==> src/hdl/wpbs_pkg.sv <==
// Package for the wheel power budget scaler.
// Widths, the Q1.15 unity constant and the pipeline stage word shared by all files.
`timescale 1ns / 1ps
package wpbs_pkg;

  localparam int unsigned Wheels   = 4;
  localparam int unsigned PowerW   = 24;  // signed wheel power, 1/256 W
  localparam int unsigned BudgetW  = 22;  // configured budget, 1/256 W
  localparam int unsigned ConsW    = 25;  // sum of positive powers
  localparam int unsigned AvailW   = 26;  // budget plus regenerated power
  localparam int unsigned FactorW  = 16;  // Q1.15 factor
  localparam int unsigned QuoW     = 15;  // quotient bits, below unity
  localparam int unsigned DivSteps = QuoW;

  localparam logic [FactorW-1:0] FactorOne = 16'h8000;

  // One word of the divider pipeline
  typedef struct packed {
    logic [AvailW-1:0] rem;   // partial remainder, starts at available power
    logic [ConsW-1:0]  dvs;   // divisor, the consumption
    logic [QuoW-1:0]   quo;   // quotient bits developed so far
    logic [Wheels-1:0] pos;   // wheels drawing positive power
    logic              one;   // consumption within budget, factor is unity
  } wpbs_stage_t;

endpackage

==> src/hdl/wpbs_if.sv <==
// Channel interfaces of the wheel power budget scaler: config, wheel powers, factors.
// Depends on wpbs_pkg for the field widths.
`timescale 1ns / 1ps
interface wpbs_cfg_if import wpbs_pkg::*; ();
  logic               valid;
  logic               ready;
  logic [BudgetW-1:0] power_budget;

  modport source (output valid, output power_budget, input ready);
  modport sink   (input valid, input power_budget, output ready);
endinterface

interface wpbs_in_if import wpbs_pkg::*; ();
  logic              valid;
  logic              ready;
  logic [PowerW-1:0] power_wheel_0;
  logic [PowerW-1:0] power_wheel_1;
  logic [PowerW-1:0] power_wheel_2;
  logic [PowerW-1:0] power_wheel_3;

  modport source (output valid, output power_wheel_0, output power_wheel_1,
                  output power_wheel_2, output power_wheel_3, input ready);
  modport sink   (input valid, input power_wheel_0, input power_wheel_1,
                  input power_wheel_2, input power_wheel_3, output ready);
endinterface

interface wpbs_out_if import wpbs_pkg::*; ();
  logic               valid;
  logic               ready;
  logic [FactorW-1:0] shared_factor;
  logic [FactorW-1:0] factor_wheel_0;
  logic [FactorW-1:0] factor_wheel_1;
  logic [FactorW-1:0] factor_wheel_2;
  logic [FactorW-1:0] factor_wheel_3;

  modport source (output valid, output shared_factor, output factor_wheel_0,
                  output factor_wheel_1, output factor_wheel_2, output factor_wheel_3,
                  input ready);
  modport sink   (input valid, input shared_factor, input factor_wheel_0,
                  input factor_wheel_1, input factor_wheel_2, input factor_wheel_3,
                  output ready);
endinterface

==> src/hdl/wheel_power_budget_scaler.sv <==
// Wheel power budget scaler: scales four wheel power demands to a chassis budget.
// Channels:
//   cfg_i  - writes power_budget (1/256 W); always ready, takes effect at once.
//   pwr_i  - one word of four signed wheel powers (1/256 W), valid/ready.
//   fac_o  - one word of Q1.15 factors per input word, valid/ready.
// Positive powers add up to consumption; zero or negative powers add their
// magnitude to the budget. If consumption exceeds that, the shared factor is
// available * 32768 / consumption, truncated; otherwise 32768. Wheels with
// positive power get the shared factor, the rest get 32768.
// Pipeline: two summing and compare stages, then 15 divider stages,
// one quotient bit each.
// Throughput: one word per cycle while fac_o accepts words.
// Reset clears the budget to 0 and all stage valid bits; no word is in flight.
// A stalled receiver holds the output word; stages behind it keep filling
// bubbles, and pwr_i.ready drops only when every stage holds a word.
// Depends on wpbs_pkg, wpbs_if, wpbs_front and wpbs_div_step.
`timescale 1ns / 1ps
module wheel_power_budget_scaler import wpbs_pkg::*; (
  input  logic      clk_i,
  input  logic      rst_ni,
  wpbs_cfg_if.sink  cfg_i,
  wpbs_in_if.sink   pwr_i,
  wpbs_out_if.source fac_o
);

  logic [BudgetW-1:0]            budget_q;
  logic [Wheels-1:0][PowerW-1:0] power;
  logic                          vld [DivSteps+1];
  logic                          rdy [DivSteps+1];
  wpbs_stage_t                   stg [DivSteps+1];
  wpbs_stage_t                   last;
  logic [FactorW-1:0]            shared;

  // Budget register
  assign cfg_i.ready = 1'b1;

  always_ff @(posedge clk_i or negedge rst_ni) begin
    if (!rst_ni) begin
      budget_q <= '0;
    end else if (cfg_i.valid) begin
      budget_q <= cfg_i.power_budget;
    end
  end

  assign power[0] = pwr_i.power_wheel_0;
  assign power[1] = pwr_i.power_wheel_1;
  assign power[2] = pwr_i.power_wheel_2;
  assign power[3] = pwr_i.power_wheel_3;

  wpbs_front u_front (
    .clk_i    (clk_i),
    .rst_ni   (rst_ni),
    .budget_i (budget_q),
    .valid_i  (pwr_i.valid),
    .ready_o  (pwr_i.ready),
    .power_i  (power),
    .valid_o  (vld[0]),
    .ready_i  (rdy[0]),
    .stage_o  (stg[0])
  );

  // Divider chain
  for (genvar g = 0; g < DivSteps; g++) begin : g_div
    wpbs_div_step u_step (
      .clk_i   (clk_i),
      .rst_ni  (rst_ni),
      .valid_i (vld[g]),
      .ready_o (rdy[g]),
      .stage_i (stg[g]),
      .valid_o (vld[g+1]),
      .ready_i (rdy[g+1]),
      .stage_o (stg[g+1])
    );
  end

  // Output word from the last stage
  assign last            = stg[DivSteps];
  assign rdy[DivSteps]   = fac_o.ready;
  assign fac_o.valid     = vld[DivSteps];
  assign shared          = last.one ? FactorOne : FactorW'(last.quo);
  assign fac_o.shared_factor  = shared;
  assign fac_o.factor_wheel_0 = last.pos[0] ? shared : FactorOne;
  assign fac_o.factor_wheel_1 = last.pos[1] ? shared : FactorOne;
  assign fac_o.factor_wheel_2 = last.pos[2] ? shared : FactorOne;
  assign fac_o.factor_wheel_3 = last.pos[3] ? shared : FactorOne;

endmodule

==> src/hdl/wpbs_front.sv <==
// Front end: sums consumption and available power, then compares them.
// Two register stages with their own valid bits; depends on wpbs_pkg.
`timescale 1ns / 1ps
module wpbs_front import wpbs_pkg::*; (
  input  logic                          clk_i,
  input  logic                          rst_ni,
  input  logic [BudgetW-1:0]            budget_i,
  input  logic                          valid_i,
  output logic                          ready_o,
  input  logic [Wheels-1:0][PowerW-1:0] power_i,
  output logic                          valid_o,
  input  logic                          ready_i,
  output wpbs_stage_t                   stage_o
);

  logic              a_valid_q;
  logic [ConsW-1:0]  a_cons_q, a_cons_d;
  logic [AvailW-1:0] a_avail_q, a_avail_d;
  logic [Wheels-1:0] a_pos_q, a_pos_d;
  logic              b_valid_q;
  wpbs_stage_t       b_stage_q, b_stage_d;
  logic              a_adv, b_adv;

  // Stage A: split powers into consumption and regenerated magnitude
  always_comb begin
    logic [PowerW-1:0] mag;
    a_cons_d  = '0;
    a_avail_d = AvailW'(budget_i);
    for (int k = 0; k < Wheels; k++) begin
      mag        = '0 - power_i[k];
      a_pos_d[k] = !power_i[k][PowerW-1] && (power_i[k] != '0);
      if (a_pos_d[k]) begin
        a_cons_d = a_cons_d + ConsW'(power_i[k]);
      end else begin
        a_avail_d = a_avail_d + AvailW'(mag);
      end
    end
  end

  // Stage B: decide whether a reduction is needed, seed the divider
  always_comb begin
    b_stage_d.rem = a_avail_q;
    b_stage_d.dvs = a_cons_q;
    b_stage_d.quo = '0;
    b_stage_d.pos = a_pos_q;
    b_stage_d.one = (AvailW'(a_cons_q) <= a_avail_q);
  end

  // Advance a stage when it is empty or its successor moves
  assign b_adv   = !b_valid_q || ready_i;
  assign a_adv   = !a_valid_q || b_adv;
  assign ready_o = a_adv;

  always_ff @(posedge clk_i or negedge rst_ni) begin
    if (!rst_ni) begin
      a_valid_q <= 1'b0;
      b_valid_q <= 1'b0;
    end else begin
      if (a_adv) a_valid_q <= valid_i;
      if (b_adv) b_valid_q <= a_valid_q;
    end
  end

  // Payload: load only on a real word
  always_ff @(posedge clk_i) begin
    if (a_adv && valid_i) begin
      a_cons_q  <= a_cons_d;
      a_avail_q <= a_avail_d;
      a_pos_q   <= a_pos_d;
    end
    if (b_adv && a_valid_q) begin
      b_stage_q <= b_stage_d;
    end
  end

  assign valid_o = b_valid_q;
  assign stage_o = b_stage_q;

endmodule

==> src/hdl/wpbs_div_step.sv <==
// One restoring division step: develops one quotient bit per register stage.
// Depends on wpbs_pkg for the stage word.
`timescale 1ns / 1ps
module wpbs_div_step import wpbs_pkg::*; (
  input  logic        clk_i,
  input  logic        rst_ni,
  input  logic        valid_i,
  output logic        ready_o,
  input  wpbs_stage_t stage_i,
  output logic        valid_o,
  input  logic        ready_i,
  output wpbs_stage_t stage_o
);

  logic        valid_q;
  wpbs_stage_t stage_q, stage_d;
  logic        adv;

  // Shift remainder, subtract divisor where it fits
  always_comb begin
    logic [AvailW:0] r2;
    logic [AvailW:0] dv;
    logic            ge;
    r2 = {stage_i.rem, 1'b0};
    dv = (AvailW + 1)'(stage_i.dvs);
    ge = (r2 >= dv);
    stage_d     = stage_i;
    stage_d.rem = ge ? AvailW'(r2 - dv) : AvailW'(r2);
    stage_d.quo = {stage_i.quo[QuoW-2:0], ge};
  end

  assign adv     = !valid_q || ready_i;
  assign ready_o = adv;

  always_ff @(posedge clk_i or negedge rst_ni) begin
    if (!rst_ni) begin
      valid_q <= 1'b0;
    end else if (adv) begin
      valid_q <= valid_i;
    end
  end

  always_ff @(posedge clk_i) begin
    if (adv && valid_i) begin
      stage_q <= stage_d;
    end
  end

  assign valid_o = valid_q;
  assign stage_o = stage_q;

endmodule

==> src/flat_wrapper.sv <==
// flat-port wrapper written by rule: the top's interface ports become plain ports
module wheel_power_budget_scaler_flat import wpbs_pkg::*;
  (clk_i, rst_ni, cfg_i_valid, cfg_i_power_budget, cfg_i_ready, pwr_i_valid, pwr_i_power_wheel_0, pwr_i_power_wheel_1, pwr_i_power_wheel_2, pwr_i_power_wheel_3, pwr_i_ready, fac_o_valid, fac_o_shared_factor, fac_o_factor_wheel_0, fac_o_factor_wheel_1, fac_o_factor_wheel_2, fac_o_factor_wheel_3, fac_o_ready);
  wpbs_cfg_if cfg_i_i ();
  wpbs_in_if pwr_i_i ();
  wpbs_out_if fac_o_i ();
  input  logic clk_i;
  input  logic rst_ni;
  input wire logic [$bits(cfg_i_i.valid)-1:0] cfg_i_valid;
  input wire logic [$bits(cfg_i_i.power_budget)-1:0] cfg_i_power_budget;
  output wire logic [$bits(cfg_i_i.ready)-1:0] cfg_i_ready;
  input wire logic [$bits(pwr_i_i.valid)-1:0] pwr_i_valid;
  input wire logic [$bits(pwr_i_i.power_wheel_0)-1:0] pwr_i_power_wheel_0;
  input wire logic [$bits(pwr_i_i.power_wheel_1)-1:0] pwr_i_power_wheel_1;
  input wire logic [$bits(pwr_i_i.power_wheel_2)-1:0] pwr_i_power_wheel_2;
  input wire logic [$bits(pwr_i_i.power_wheel_3)-1:0] pwr_i_power_wheel_3;
  output wire logic [$bits(pwr_i_i.ready)-1:0] pwr_i_ready;
  output wire logic [$bits(fac_o_i.valid)-1:0] fac_o_valid;
  output wire logic [$bits(fac_o_i.shared_factor)-1:0] fac_o_shared_factor;
  output wire logic [$bits(fac_o_i.factor_wheel_0)-1:0] fac_o_factor_wheel_0;
  output wire logic [$bits(fac_o_i.factor_wheel_1)-1:0] fac_o_factor_wheel_1;
  output wire logic [$bits(fac_o_i.factor_wheel_2)-1:0] fac_o_factor_wheel_2;
  output wire logic [$bits(fac_o_i.factor_wheel_3)-1:0] fac_o_factor_wheel_3;
  input wire logic [$bits(fac_o_i.ready)-1:0] fac_o_ready;
  assign cfg_i_i.valid = cfg_i_valid;
  assign cfg_i_i.power_budget = cfg_i_power_budget;
  assign cfg_i_ready = cfg_i_i.ready;
  assign pwr_i_i.valid = pwr_i_valid;
  assign pwr_i_i.power_wheel_0 = pwr_i_power_wheel_0;
  assign pwr_i_i.power_wheel_1 = pwr_i_power_wheel_1;
  assign pwr_i_i.power_wheel_2 = pwr_i_power_wheel_2;
  assign pwr_i_i.power_wheel_3 = pwr_i_power_wheel_3;
  assign pwr_i_ready = pwr_i_i.ready;
  assign fac_o_valid = fac_o_i.valid;
  assign fac_o_shared_factor = fac_o_i.shared_factor;
  assign fac_o_factor_wheel_0 = fac_o_i.factor_wheel_0;
  assign fac_o_factor_wheel_1 = fac_o_i.factor_wheel_1;
  assign fac_o_factor_wheel_2 = fac_o_i.factor_wheel_2;
  assign fac_o_factor_wheel_3 = fac_o_i.factor_wheel_3;
  assign fac_o_i.ready = fac_o_ready;
  wheel_power_budget_scaler u_core (.clk_i(clk_i), .rst_ni(rst_ni), .cfg_i(cfg_i_i), .pwr_i(pwr_i_i), .fac_o(fac_o_i));
endmodule
==> config.mk <==
export PLATFORM = sky130hd
export DESIGN_NAME = wheel_power_budget_scaler_flat
export DESIGN_NICKNAME = d
export VERILOG_FILES = /design/src/hdl/wpbs_pkg.sv /design/src/hdl/wpbs_if.sv /design/src/hdl/wheel_power_budget_scaler.sv /design/src/hdl/wpbs_front.sv /design/src/hdl/wpbs_div_step.sv /design/src/flat_wrapper.sv
export SDC_FILE = /design/constraint.sdc
export NUM_CORES = 2
export LEC_CHECK = 0
export BUFFER_PORTS_ARGS = -buffer_cell sky130_fd_sc_hd__buf_2
export CORE_MARGIN = 4
export CORE_UTILIZATION = 39
export DETAILED_ROUTE_END_ITERATION = 16
export SYNTH_ARGS = -nofsm -noshare
export SYNTH_HDL_FRONTEND = slang
export SYNTH_SLANG_ARGS = --single-unit
==> constraint.sdc <==
create_clock -name clk_i -period 23.5 [get_ports clk_i]
set_input_delay 3.525 -clock clk_i [delete_from_list [all_inputs] [get_ports clk_i]]
set_output_delay 3.525 -clock clk_i [all_outputs]
set_load 0.01 [all_outputs]
==> impl_metrics.json <==
{
  "status": "completed",
  "ys_warn_count": 0,
  "antenna_left": 0,
  "netlist_instances": 6315,
  "combinationalPowerShare_pct": 49.5,
  "clkTransAtPathRegs_ns": 0.06,
  "drive_gt1_share_pct": 12.4,
  "critPathKind": "input port to register",
  "place_ws_ns": 9.78,
  "insertion_delay_ns": 0.76,
  "die_y_um": 426,
  "slew_violations": 0,
  "dp_hpwl_mm": 131,
  "cts_resized": 0,
  "slowest_stage": "a41oi_1",
  "core-area_um2": 174000,
  "grt_setup_unrepaired": "false",
  "portBuffers": 204,
  "gp_congestion": 0.918,
  "swShare_pct": 37.8,
  "fmax_mhz": 75.7,
  "routedWlPerCell_um": 18.5,
  "boundaryPins": 206,
  "cts_hold_buf": 0,
  "yosys_most_used_dff": "edfxtp_1",
  "p_seq_share_pct": 32.8,
  "die_w_um": 426,
  "endpoint_kind": "register",
  "via_count": 47800,
  "cts_inserted_buffers": 114,
  "ys_ff_latch": 1059,
  "start_kind": "input port",
  "setup_slack_ns": 10.30,
  "ys_seq_area_share_pct": 46.4,
  "synth_area_um2": 68100,
  "firstDrtPassIters": 6,
  "slew_headroom_pct": 23.2,
  "yosysMostFrequentCell": "edfxtp_1",
  "gr-total-overflow": 0,
  "antenna_found_initial": 26,
  "fin_util_pct": 43.6,
  "irDropWorstVdd_mv": 0.0735,
  "clockPowerShare_pct": 17.7,
  "finalSetupTns_ns": 0,
  "cp_data_required_time_ns": 23.98,
  "period_share_pct": 56.2,
  "cts_root_buffer": "clkbuf_16",
  "clock-sinks": 1059,
  "areaGrowthSynthToFinish_pct": 11.2,
  "synth_nets": 7030,
  "worstPathArrival_ns": 13.68,
  "grt_pass1_wl_mm": 262,
  "grt_max_degree": 69,
  "post_drt_via_cell_ratio": 5.31,
  "finalHoldViolations": 0,
  "globalRouteTotalUtil_pct": 18.0,
  "fin_worst_skew_ns": 0.0916,
  "postSynthAreaPerCell_um2": 10.8,
  "cp_max_fo": 50,
  "synth_top_cell_by_area": "edfxtp_1",
  "power_switching_w": 0.00381,
  "hp-class": "register to register",
  "cts.path.max_buffers": 3,
  "dieArea_um2": 181000,
  "synth_top_area_share_pct": 45.0,
  "max_stage_delay_ns": 0.59,
  "fp-row-count": 153,
  "wl_mm": 166,
  "layout.nets": 7284,
  "tightest_slew_ns": 1.14,
  "finalPower_w": 0.0101,
  "maxCapViolCount": 0,
  "grt_pass1_vias": 47000,
  "initial_core_util_pct": 39.2,
  "min_period_ns": 13.20,
  "postCtsSetupRepairBufs": 0,
  "p_int_w": 0.00627,
  "synth.distinct_cells": 100,
  "async_reset_ff_share_pct": 3.68,
  "dr.first_iter.drc_count": 2645,
  "h-tree-depth": 3,
  "cts_tree": "yes",
  "yosys-top-cells-area": "edfxtp_1 (45%), ha_1 (10%), mux2_2 (5.4%)",
  "powerDensity_nw_per_um2": 133,
  "yosys-top-cells-count": "edfxtp_1 (1,020), inv_1 (592), ha_1 (571), a21oi_1 (427), nor2_1 (405)",
  "drc_errors": 0,
  "setup_violations": 0,
  "leakagePower_nw": 31.0,
  "synth_edf_count": 1020
}
==> cell families after synthesis <==
kind of cell             after synthesis  synth area share (%)
AO/OA/AOI/OAI                       1530                  14.6
XOR/XNOR                             485                  6.24
adder cells (fa/ha/maj)              592                  11.1
buffers and inverters                706                  4.01
flip-flops                          1059                  46.4
multiplexers                         378                  6.24
other                                  2                0.0110
AND/OR/NAND/NOR                     1563                  11.4
==> registers in the layout (all words and copies together) (netlist names) <==
signal	cells
u_core.u_front.a_avail_q	26
u_core.u_front.a_cons_q	25
u_core.g_div.u_step.valid_o	15
u_core.g_div.u_step.stage_o	909
u_core.u_front.stage_o	56
u_core.u_front.a_valid_q	1
u_core.u_front.a_pos_q	4
u_core.budget_q	22
u_core.u_front.valid_o	1
==> cells in the final DEF (no fill, tap or decap), types with 82 or more instances in the layout <==
cell type,instances
nor3_1,117
nand2b_1,82
xor2_1,149
and2_1,106
clkbuf_16,114
ha_1,571
nor2_1,402
o21ai_0,291
inv_1,592
nand3_1,97
a21oi_1,427
buf_2,204
a21o_1,229
o21a_1,84
mux2_2,326
nor2b_1,109
edfxtp_1,1020
xnor2_1,336
nand2_1,360
==> power by group through the flow <==
stage          Sequential [W]  Combinational, W  Clock [W]
2_1_floorplan         0.00317           0.00388          0
3_3_place_gp          0.00334           0.00488          0
3_5_place_dp          0.00335           0.00495          0
4_1_cts               0.00332           0.00499    0.00183
5_1_grt               0.00336           0.00555    0.00191
6_report              0.00331           0.00499    0.00178
==> layer usage <==
layer | track usage [%] | vias up | part of all wire, %
li1 | - | 23700 | -
met1 | 22.2 | 22900 | 43
met2 | 32.9 | 925 | 51
met3 | 1.89 | 253 | 3.2
met4 | 5.77 | 2 | 3.1
met5 | 0 | - | 0.0048
==> stage by stage <==
| stage | hold WS (ns) | cells | instance area [um2] |
|---|---|---|---|
| after detailed placement | 0.405 | 8778 | 72000 |
| after global routing | 0.366 | 8998 | 75700 |
| after floorplan | 0.400 | 6315 | 68100 |
| after global placement | 0.401 | 8778 | 72000 |
| final | 0.365 | 9000 | 75700 |
| after CTS | 0.356 | 8985 | 75700 |
==> layout make-up <==
class	count	area [um2]
inverters	597	2240
diodes	15	37.5
clock inverters	69	776
clock buffers	138	2940
flip-flops and latches	1059	31600
multi-input cells	4550	33900
repair buffers	247	1340
well taps	2325	2910
fillers	16500	98100
==> worst max-delay path: cells and delay by family <==
family	cells	cell delay, ns
AOI/OAI and AO/OA	19	4.94
xor gates and xnor gates	2	0.31
adders and majority gates	4	1.31
buffers and inverters	4	0.86
muxes	2	0.39
and+or+nand+nor	9	2.33
==> worst paths after layout <==
| check | startpoint | endpoint | slack [ns] | cells after the start |
|---|---|---|---|---|
| setup / recovery | pwr_i_power_wheel_0[2] | u_core.u_front.a_avail_q[25] | 10.30 | 40 |
| hold / removal | u_core.u_front.stage_o[0] | u_core.g_div[0].u_step.stage_o[0] | 0.37 | 0 |
| max in group asynchronous | rst_ni | u_core.budget_q[6] | 19.93 | 1 |
| hold reg to reg | u_core.u_front.stage_o[0] | u_core.g_div[0].u_step.stage_o[0] | 0.37 | 0 |
| setup reg to reg | u_core.budget_q[0] | u_core.u_front.a_avail_q[25] | 14.26 | 38 |
| min in group asynchronous | rst_ni | u_core.budget_q[4] | 2.93 | 1 |
No activity file was read; power rests on OpenSTA's default activity.
